$ cat src/sv/rmsd_pkg.sv
// rmsd_pkg: shared constants, register indexes and datapath command type
package rmsd_pkg;

	localparam int SAMPLE_BITS   = 24;
	localparam int MS_BITS       = 47;
	localparam int WINDOW_SHIFT  = 21;
	localparam int ROOT_BITS     = (MS_BITS + 1) / 2;
	localparam int RAD_BITS      = 2 * ROOT_BITS;
	localparam int REM_BITS      = ROOT_BITS + 2;
	localparam int POS_BITS      = $clog2(ROOT_BITS + 1);
	localparam int STEP_BITS     = $clog2(ROOT_BITS);
	localparam int DB_BITS       = 9;
	localparam int FRAC_BITS     = 8;
	localparam int DB_PER_BIT    = 6;

	localparam logic [MS_BITS-1:0] RESEED_VALUE = MS_BITS'(64'd17592186044416);
	localparam logic signed [DB_BITS-1:0] SILENCE_DB = -9'sd144;

	localparam int CFG_INDEX_BITS = 2;
	localparam int CFG_DATA_BITS  = 9;

	localparam logic [CFG_INDEX_BITS-1:0] REG_RATE_VALID    = 2'd0;
	localparam logic [CFG_INDEX_BITS-1:0] REG_LEVEL_FLOOR   = 2'd1;
	localparam logic [CFG_INDEX_BITS-1:0] REG_LEVEL_CEILING = 2'd2;

	localparam logic CMD_ACCUMULATE = 1'b0;
	localparam logic CMD_RESEED     = 1'b1;

	typedef struct packed {
		logic load;
		logic square;
		logic diff;
		logic update;
		logic root_step;
		logic out_load;
	} dp_cmd_t;

endpackage

$ cat src/sv/rmsd_if.sv
// rmsd_if: request channel and level result channel interfaces
interface rmsd_item_if;
	logic                                    valid;
	logic                                    ready;
	logic                                    command;
	logic signed [rmsd_pkg::SAMPLE_BITS-1:0] sample;

	modport source (output valid, output command, output sample, input ready);
	modport sink (input valid, input command, input sample, output ready);
endinterface

interface rmsd_level_if;
	logic                                  valid;
	logic                                  ready;
	logic signed [rmsd_pkg::DB_BITS-1:0]   rms_dbfs;
	logic signed [rmsd_pkg::DB_BITS-1:0]   clamp_dbfs;
	logic        [rmsd_pkg::ROOT_BITS-1:0] rms_magnitude;

	modport source (output valid, output rms_dbfs, output clamp_dbfs, output rms_magnitude,
		input ready);
	modport sink (input valid, input rms_dbfs, input clamp_dbfs, input rms_magnitude,
		output ready);
endinterface

$ cat src/sv/rmsd_dp.sv
// rmsd_dp: integrator, bit-serial square root, dBFS conversion and config registers
module rmsd_dp (
	input  logic                                        clk,
	input  logic                                        arst_n,
	input  rmsd_pkg::dp_cmd_t                           cmd,
	input  logic                                        item_command,
	input  logic signed [rmsd_pkg::SAMPLE_BITS-1:0]     item_sample,
	input  logic                                        cfg_wr_en,
	input  logic        [rmsd_pkg::CFG_INDEX_BITS-1:0]  cfg_index,
	input  logic        [rmsd_pkg::CFG_DATA_BITS-1:0]   cfg_data,
	output logic signed [rmsd_pkg::DB_BITS-1:0]         rms_dbfs,
	output logic signed [rmsd_pkg::DB_BITS-1:0]         clamp_dbfs,
	output logic        [rmsd_pkg::ROOT_BITS-1:0]       rms_magnitude
);

	localparam int SB = rmsd_pkg::SAMPLE_BITS;
	localparam int MB = rmsd_pkg::MS_BITS;
	localparam int RB = rmsd_pkg::ROOT_BITS;
	localparam int DW = rmsd_pkg::DB_BITS + 1;

	logic                               rate_valid_q;
	logic signed [rmsd_pkg::DB_BITS-1:0] floor_q;
	logic signed [rmsd_pkg::DB_BITS-1:0] ceiling_q;

	logic                               command_q;
	logic        [SB-1:0]               sample_q;
	logic        [MB-1:0]               sq_q;
	logic                               gt_q;
	logic        [MB-1:0]               diff_q;
	logic        [MB-1:0]               ms_q;
	logic        [rmsd_pkg::RAD_BITS-1:0] rad_q;
	logic        [rmsd_pkg::REM_BITS-1:0] rem_q;
	logic        [RB-1:0]               root_q;
	logic        [rmsd_pkg::POS_BITS-1:0] pos_q;
	logic        [rmsd_pkg::FRAC_BITS-1:0] frac_q;
	logic        [rmsd_pkg::FRAC_BITS-1:0] mask_q;

	logic signed [rmsd_pkg::DB_BITS-1:0] rms_dbfs_q;
	logic signed [rmsd_pkg::DB_BITS-1:0] clamp_dbfs_q;
	logic        [RB-1:0]               rms_magnitude_q;

	logic [SB-1:0]                      mag;
	logic [2*SB-1:0]                    prod;
	logic                               gt;
	logic [MB-1:0]                      diff;
	logic [MB-1:0]                      step;
	logic [MB-1:0]                      ms_next;
	logic [rmsd_pkg::REM_BITS+1:0]      cur;
	logic [rmsd_pkg::REM_BITS+1:0]      trial;
	logic                               take;
	logic [rmsd_pkg::REM_BITS+1:0]      rem_sub;
	logic [RB-1:0]                      root_new;
	logic signed [DW-1:0]               pos_s;
	logic signed [DW-1:0]               db_base;
	logic [rmsd_pkg::FRAC_BITS+2:0]     frac6;
	logic signed [DW-1:0]               db_sum;
	logic signed [rmsd_pkg::DB_BITS-1:0] db;
	logic signed [rmsd_pkg::DB_BITS-1:0] t_floor;
	logic signed [rmsd_pkg::DB_BITS-1:0] track;

	// magnitude and square
	assign mag  = sample_q[SB-1] ? (~sample_q + SB'(1)) : sample_q;
	assign prod = {{SB{1'b0}}, mag} * {{SB{1'b0}}, mag};

	// integrator update
	assign gt      = sq_q > ms_q;
	assign diff    = gt ? (sq_q - ms_q) : (ms_q - sq_q);
	assign step    = diff_q >> rmsd_pkg::WINDOW_SHIFT;

	always_comb begin
		if (command_q == rmsd_pkg::CMD_RESEED) begin
			ms_next = rmsd_pkg::RESEED_VALUE;
		end else if (rate_valid_q) begin
			ms_next = gt_q ? (ms_q + step) : (ms_q - step);
		end else begin
			ms_next = ms_q;
		end
	end

	// one root bit per step
	assign cur      = {rem_q, rad_q[rmsd_pkg::RAD_BITS-1 -: 2]};
	assign trial    = (rmsd_pkg::REM_BITS + 2)'({root_q, 2'b01});
	assign take     = cur >= trial;
	assign rem_sub  = take ? (cur - trial) : cur;
	assign root_new = {root_q[RB-2:0], take};

	// dBFS from msb position and the bits just below it
	assign pos_s   = DW'(signed'({1'b0, pos_q})) - DW'(signed'(SB));
	assign db_base = (pos_s <<< 2) + (pos_s <<< 1);
	assign frac6   = {1'b0, frac_q, 2'b00} + {2'b00, frac_q, 1'b0};
	assign db_sum  = db_base + DW'(frac6[rmsd_pkg::FRAC_BITS+2:rmsd_pkg::FRAC_BITS]);

	always_comb begin
		if (root_q == '0) begin
			db = rmsd_pkg::SILENCE_DB;
		end else if (db_sum > DW'(0)) begin
			db = '0;
		end else begin
			db = db_sum[rmsd_pkg::DB_BITS-1:0];
		end
		t_floor = (db < floor_q) ? floor_q : db;
		track   = (t_floor > ceiling_q) ? ceiling_q : t_floor;
	end

	always_ff @(posedge clk or negedge arst_n) begin
		if (!arst_n) begin
			rate_valid_q <= 1'b1;
			floor_q      <= -9'sd60;
			ceiling_q    <= '0;
		end else if (cfg_wr_en) begin
			unique case (cfg_index)
				rmsd_pkg::REG_RATE_VALID:    rate_valid_q <= cfg_data[0];
				rmsd_pkg::REG_LEVEL_FLOOR:   floor_q      <= signed'(cfg_data);
				rmsd_pkg::REG_LEVEL_CEILING: ceiling_q    <= signed'(cfg_data);
				default: ;
			endcase
		end
	end

	always_ff @(posedge clk or negedge arst_n) begin
		if (!arst_n) begin
			ms_q <= '0;
		end else if (cmd.update) begin
			ms_q <= ms_next;
		end
	end

	always_ff @(posedge clk) begin
		if (cmd.load) begin
			command_q <= item_command;
			sample_q  <= item_sample;
		end
		if (cmd.square) begin
			sq_q <= prod[MB-1:0];
		end
		if (cmd.diff) begin
			gt_q   <= gt;
			diff_q <= diff;
		end
		if (cmd.update) begin
			rad_q  <= rmsd_pkg::RAD_BITS'(ms_next);
			rem_q  <= '0;
			root_q <= '0;
			pos_q  <= '0;
			frac_q <= '0;
			mask_q <= '0;
		end else if (cmd.root_step) begin
			rad_q  <= rad_q << 2;
			rem_q  <= rem_sub[rmsd_pkg::REM_BITS-1:0];
			root_q <= root_new;
			if (root_new != '0) begin
				pos_q <= pos_q + 1'b1;
			end
			if (root_q != '0) begin
				if (take) begin
					frac_q <= frac_q | mask_q;
				end
				mask_q <= mask_q >> 1;
			end else if (take) begin
				mask_q <= {1'b1, {(rmsd_pkg::FRAC_BITS-1){1'b0}}};
			end
		end
		if (cmd.out_load) begin
			rms_dbfs_q      <= db;
			clamp_dbfs_q    <= track;
			rms_magnitude_q <= root_q;
		end
	end

	assign rms_dbfs      = rms_dbfs_q;
	assign clamp_dbfs    = clamp_dbfs_q;
	assign rms_magnitude = rms_magnitude_q;

endmodule

$ cat src/sv/rmsd_ctrl.sv
// rmsd_ctrl: sequencer for one request and the result valid flag
module rmsd_ctrl (
	input  logic              clk,
	input  logic              arst_n,
	input  logic              item_valid,
	output logic              item_ready,
	output logic              level_valid,
	input  logic              level_ready,
	output rmsd_pkg::dp_cmd_t cmd
);

	typedef enum logic [2:0] {
		S_IDLE,
		S_SQUARE,
		S_DIFF,
		S_UPDATE,
		S_ROOT,
		S_LEVEL
	} state_t;

	state_t                           state_q;
	logic [rmsd_pkg::STEP_BITS-1:0]   step_q;
	logic                             level_valid_q;

	assign item_ready = (state_q == S_IDLE);

	always_comb begin
		cmd           = '0;
		cmd.load      = (state_q == S_IDLE) && item_valid;
		cmd.square    = (state_q == S_SQUARE);
		cmd.diff      = (state_q == S_DIFF);
		cmd.update    = (state_q == S_UPDATE);
		cmd.root_step = (state_q == S_ROOT);
		cmd.out_load  = (state_q == S_LEVEL) && (!level_valid_q || level_ready);
	end

	always_ff @(posedge clk or negedge arst_n) begin
		if (!arst_n) begin
			state_q       <= S_IDLE;
			step_q        <= '0;
			level_valid_q <= 1'b0;
		end else begin
			if (cmd.out_load) begin
				level_valid_q <= 1'b1;
			end else if (level_ready) begin
				level_valid_q <= 1'b0;
			end
			unique case (state_q)
				S_IDLE: begin
					if (item_valid) begin
						state_q <= S_SQUARE;
					end
				end
				S_SQUARE: state_q <= S_DIFF;
				S_DIFF:   state_q <= S_UPDATE;
				S_UPDATE: begin
					step_q  <= '0;
					state_q <= S_ROOT;
				end
				S_ROOT: begin
					if (step_q == rmsd_pkg::STEP_BITS'(rmsd_pkg::ROOT_BITS - 1)) begin
						state_q <= S_LEVEL;
					end else begin
						step_q <= step_q + 1'b1;
					end
				end
				S_LEVEL: begin
					if (cmd.out_load) begin
						state_q <= S_IDLE;
					end
				end
				default: state_q <= S_IDLE;
			endcase
		end
	end

	assign level_valid = level_valid_q;

endmodule

$ cat src/sv/rms_level_dbfs_meter.sv
// rms_level_dbfs_meter: leaky mean-square integrator with square root and dBFS readout
//
//   channel  dir  handshake        payload
//   item     in   valid/ready      command, sample
//   level    out  valid/ready      rms_dbfs, clamp_dbfs, rms_magnitude
//   cfg      in   cfg_wr_en        cfg_index, cfg_data
//
// a result is loaded after its request is accepted: square, difference, update,
// 24 bit-serial square root steps and one for dBFS; a new request is taken only
// in the idle state after the result is loaded, not while one is in work
// item.ready is high only while idle; a finished result waits in the output
// register while the next request runs, which then holds in its last step
// reset clears the integrator and loads rate_valid 1, floor -60, ceiling 0
module rms_level_dbfs_meter (
	input  logic                                  clk,
	input  logic                                  arst_n,
	rmsd_item_if.sink                             item,
	rmsd_level_if.source                          level,
	input  logic                                  cfg_wr_en,
	input  logic [rmsd_pkg::CFG_INDEX_BITS-1:0]   cfg_index,
	input  logic [rmsd_pkg::CFG_DATA_BITS-1:0]    cfg_data
);

	rmsd_pkg::dp_cmd_t cmd;

	rmsd_ctrl u_ctrl (
		.clk         (clk),
		.arst_n      (arst_n),
		.item_valid  (item.valid),
		.item_ready  (item.ready),
		.level_valid (level.valid),
		.level_ready (level.ready),
		.cmd         (cmd)
	);

	rmsd_dp u_dp (
		.clk           (clk),
		.arst_n        (arst_n),
		.cmd           (cmd),
		.item_command  (item.command),
		.item_sample   (item.sample),
		.cfg_wr_en     (cfg_wr_en),
		.cfg_index     (cfg_index),
		.cfg_data      (cfg_data),
		.rms_dbfs      (level.rms_dbfs),
		.clamp_dbfs    (level.clamp_dbfs),
		.rms_magnitude (level.rms_magnitude)
	);

	a_busy_after_accept: assert property (@(posedge clk) disable iff (!arst_n)
		(item.valid && item.ready) |=> !item.ready)
		else $error("request accepted while previous one in work");

	a_no_overwrite: assert property (@(posedge clk) disable iff (!arst_n)
		cmd.out_load |-> (!level.valid || level.ready))
		else $error("pending result overwritten");

	a_silence_code: assert property (@(posedge clk) disable iff (!arst_n)
		level.valid |-> ((level.rms_magnitude == '0) == (level.rms_dbfs == rmsd_pkg::SILENCE_DB)))
		else $error("silence code does not match zero magnitude");

	a_level_clip: assert property (@(posedge clk) disable iff (!arst_n)
		level.valid |-> (level.rms_dbfs == '0 || level.rms_dbfs[rmsd_pkg::DB_BITS-1]))
		else $error("level above full scale");

endmodule

$ cat src/flat_wrapper.sv
// flat-port wrapper written by rule: the top's interface ports become plain ports
module rms_level_dbfs_meter_flat 
  (clk, arst_n, cfg_wr_en, cfg_index, cfg_data, item_valid, item_command, item_sample, item_ready, level_valid, level_rms_dbfs, level_clamp_dbfs, level_rms_magnitude, level_ready);
  rmsd_item_if item_i ();
  rmsd_level_if level_i ();
  input  logic clk;
  input  logic arst_n;
  input  logic cfg_wr_en;
  input  logic [rmsd_pkg::CFG_INDEX_BITS-1:0] cfg_index;
  input  logic [rmsd_pkg::CFG_DATA_BITS-1:0] cfg_data;
  input wire logic [$bits(item_i.valid)-1:0] item_valid;
  input wire logic [$bits(item_i.command)-1:0] item_command;
  input wire logic [$bits(item_i.sample)-1:0] item_sample;
  output wire logic [$bits(item_i.ready)-1:0] item_ready;
  output wire logic [$bits(level_i.valid)-1:0] level_valid;
  output wire logic [$bits(level_i.rms_dbfs)-1:0] level_rms_dbfs;
  output wire logic [$bits(level_i.clamp_dbfs)-1:0] level_clamp_dbfs;
  output wire logic [$bits(level_i.rms_magnitude)-1:0] level_rms_magnitude;
  input wire logic [$bits(level_i.ready)-1:0] level_ready;
  assign item_i.valid = item_valid;
  assign item_i.command = item_command;
  assign item_i.sample = item_sample;
  assign item_ready = item_i.ready;
  assign level_valid = level_i.valid;
  assign level_rms_dbfs = level_i.rms_dbfs;
  assign level_clamp_dbfs = level_i.clamp_dbfs;
  assign level_rms_magnitude = level_i.rms_magnitude;
  assign level_i.ready = level_ready;
  rms_level_dbfs_meter u_core (.clk(clk), .arst_n(arst_n), .item(item_i), .level(level_i), .cfg_wr_en(cfg_wr_en), .cfg_index(cfg_index), .cfg_data(cfg_data));
endmodule
$ cat config.mk
export PLATFORM = sky130hd
export DESIGN_NAME = rms_level_dbfs_meter_flat
export DESIGN_NICKNAME = d
export VERILOG_FILES = /design/src/sv/rmsd_pkg.sv /design/src/sv/rmsd_if.sv /design/src/sv/rmsd_dp.sv /design/src/sv/rmsd_ctrl.sv /design/src/sv/rms_level_dbfs_meter.sv /design/src/flat_wrapper.sv
export SDC_FILE = /design/constraint.sdc
export NUM_CORES = 2
export LEC_CHECK = 0
export BUFFER_PORTS_ARGS = -buffer_cell sky130_fd_sc_hd__buf_2
export CAP_MARGIN = 20
export CORE_MARGIN = 2
export CORE_UTILIZATION = 60
export CTS_BUF_LIST = sky130_fd_sc_hd__clkbuf_8 sky130_fd_sc_hd__clkbuf_16
export CTS_CLUSTER_DIAMETER = 200
export DETAILED_ROUTE_END_ITERATION = 12
export HOLD_SLACK_MARGIN = 0.02
export PLACE_DENSITY = 0.86
export SLEW_MARGIN = 15
export SYNTH_ARGS = -nofsm -noshare
export SYNTH_HDL_FRONTEND = slang
export SYNTH_SLANG_ARGS = --single-unit
$ cat constraint.sdc
create_clock -name clk -period 13.47 [get_ports clk]
set_clock_uncertainty 0.05 [all_clocks]
set_input_delay 0.6735 -clock clk [delete_from_list [all_inputs] [get_ports clk]]
set_output_delay 0.6735 -clock clk [all_outputs]
set_load 0.03 [all_outputs]
==> impl_metrics.toml <==
[clock_tree]
clock_latency_ns = 0.60
cts_sinks = 334
cts_buffer_depth = 3
cts_made_buffers = 40
path_clk_slew_ns = 0.05
tritoncts = "yes"
postCtsSetupRepairBufs = 0
ctsResizeCount = 0
h-tree-depth = 2
cts-hold-fix-buffers = 1
cts-root-buf = "clkbuf_16"

[timing]
maxSlewViolCount = 0
tightest_slew_ns = 1.10
finalSetupViolCount = 0
max_freq_mhz = 95.1
rsz0062_at_grt = "false"
relSlewSlack_pct = 24.8
min_period_ns = 10.52
fin_setup_tns_ns = 0
hold_violations = 0
post-route-period-util_pct = 78.1

[run]
drv_cap = 0

[floorplanning]
row_count = 91
design.die.area_sq_um = 64800
io_pins = 85
die_h_um = 255
die_w_um = 255
initial_core_util_pct = 60.8
coreArea_sq_um = 61900

[logic_synthesis]
synthArstFlopShare_pct = 22.5
yosys_warnings = 0
yosysTopAreaCell = "fa_1"
ys_top_cells_by_area = "fa_1, edfxtp_1, ha_1, inv_1, dfrtp_1"
yosysTopAreaCellShare_pct = 22.6
synth_edf_count = 187
yosysUniqueCellTypes = 86
synth_flop_cell = "edfxtp_1"
synthTopCellsByCount = "inv_1, fa_1, ha_1"
syn_inst = 4053
yosysMostFrequentCell = "inv_1"
ys_ff_latch = 334
ys_seq_area_share_pct = 23.7
synthesis.area_sq_um = 37700
avgSynthCellArea_sq_um = 9.30

[routing]
via_per_inst = 5.95
wl_mm = 95.4
routedWlPerCell_um = 19.2
vias = 29600
ant_nets = 0
drt-initial-drc-count = 2441
dr.pass1.iters = 5
drc = 0

[setup_path]
rrSetupSlack_ns = 2.95
arrival_ns = 10.80
critPathLaunch = "u_core.u_dp.sample_q[0]$_DFFE_PP_"
path_common_cell = "fa_1"
critical_path_class = "reg2reg"
cp.required_ns = 13.76
cp-start-kind = "flop"
crit-reg2reg-launch = "u_core.u_dp.sample_q[0]$_DFFE_PP_"
r2r-end = "u_core.u_dp.sq_q[46]$_DFFE_PP_"
endpoint = "u_core.u_dp.sq_q[46]$_DFFE_PP_"
worstPathMaxFanout = 22
cp_slowest_cell = "clkinv_1"
cp-end-kind = "flop"
rr_worst_depth = 29
slowest_delay_ns = 0.75

[grt]
gr-total-overflow = 0
grt.total_usage_pct = 30.0
grt_max_degree = 48
grt_pass1_wl_mm = 154
antenna_found_initial = 0
grt_pass1_vias = 30600

[layout]
diodes = 0
finalInstanceArea_sq_um = 40500
stdcell_count = 4979
area_delta_synth_final_pct = 7.36
drive_gt1_share_pct = 6.64
fillers = 4898
nets = 4947

[placement]
place_inst = 4903
dpl_cell_area_sq_um = 39100
dp_hpwl_mm = 75.7
place.gp.congestion = 1.03
io_buffer_count = 84

[status]
status = "finished, final reports clean"

[min_path]
hold_path_startpoint = "item_sample[3]"
hold_class = "in2reg"
cells by family after synthesis:
logic type | synth area share (%)
AO/OA/AOI/OAI | 14.4
other | 0.0199
flip-flops | 23.7
multiplexers | 2.78
adder cells (fa/ha/maj) | 34.9
buffers and inverters | 8.54
XOR/XNOR | 4.42
AND/OR/NAND/NOR | 11.2
worst min-delay path by stage:
stage,end,slack (ns),cells past startpoint
2_1_floorplan,u_core.u_ctrl.level_valid$_DFFE_PN0P_,0.33,0
3_3_place_gp,u_core.u_dp.rad_q[47]$_SDFFE_PP0P_,0.38,2
3_5_place_dp,u_core.u_dp.rad_q[47]$_SDFFE_PP0P_,0.39,2
4_1_cts,u_core.u_dp.sample_q[3]$_DFFE_PP_,0.19,1
5_1_grt,u_core.u_dp.sample_q[3]$_DFFE_PP_,0.20,1
6_report,u_core.u_dp.sample_q[3]$_DFFE_PP_,0.22,1
worst max-delay path, delay by kind of cell, from the launching register on:
kind / cells / cell delay (ns)
adders and majority gates: 9 / 4.25
AOI/OAI and AO/OA: 6 / 1.93
buffers and inverters: 7 / 1.80
and+or+nand+nor: 5 / 1.36
DFF: 1 / 0.47
xor gates and xnor gates: 1 / 0.29
muxes: 1 / 0.13
final cells by class:
cell class | instances | area [sq um] | share of cell area [%]
timing repair buffer | 126 | 763 | 1.89
clock buffer | 42 | 1040 | 2.57
tap | 837 | 1050 | 2.59
sequential | 334 | 8940 | 22.1
multi-input combinational | 2879 | 25600 | 63.4
clock inverter | 32 | 285 | 0.705
inverter | 729 | 2740 | 6.76
layer usage:
metal / GRT usage (%) / wire (um) / part of all wire, %
met2: 51.8 / 45900 / 48
met1: 36.8 / 37300 / 39
met5: 0 / 0 / 0
met3: 4.94 / 7310 / 7.7
met4: 14.1 / 4920 / 5.2
through the flow:
stage | worst slack (ns) | hold slack, ns | util (%)
global route | 2.54 | 0.195 | 65.3
global placement | 3.61 | 0.382 | 63.1
CTS | 3.11 | 0.195 | 65.3
detailed placement | 3.15 | 0.389 | 63.1
finish | 2.95 | 0.215 | 65.3
floorplan | 4.36 | 0.328 | -
placed cells by master, fill, tap and decap left out, types with 9 or more instances in the layout:
cell type    n
a211oi_1    22
a21boi_0     9
a21o_1     107
a21oi_1    245
a22o_1      23
a22oi_1     17
a31oi_1     38
and2_1      14
and3_1      22
buf_2       83
buf_4       40
clkbuf_16   41
conb_1      17
dfrtp_1     70
dfxtp_1     72
edfxtp_1   187
fa_1       425
ha_1       371
inv_1      727
mux2_2      37
mux2i_1     63
nand2_1    309
nand2b_1    26
nand3_1     56
nand4_1     39
nor2_1     298
nor2b_1     26
nor3_1      42
nor4_1      19
o211ai_1    17
o21a_1      31
o21ai_0    175
o21bai_1    32
o22ai_1     38
o31ai_1     15
or2_2       10
or3_1       15
xnor2_1    114
xor2_1      72
state kept, by name, indices dropped and copies added, names as in the netlist, 24 cells and up:
register	cells
u_core.u_dp.rem_q	26
u_core.u_dp.sq_q	46
u_core.u_dp.ms_q	47
u_core.u_dp.rms_magnitude	24
u_core.u_dp.sample_q	24
u_core.u_dp.root_q	24
u_core.u_dp.rad_q	48
u_core.u_dp.diff_q	26
Power is left out: the tool's default activity adds up to more than one toggle a clock period on the data nets, which glitch-free logic cannot reach.
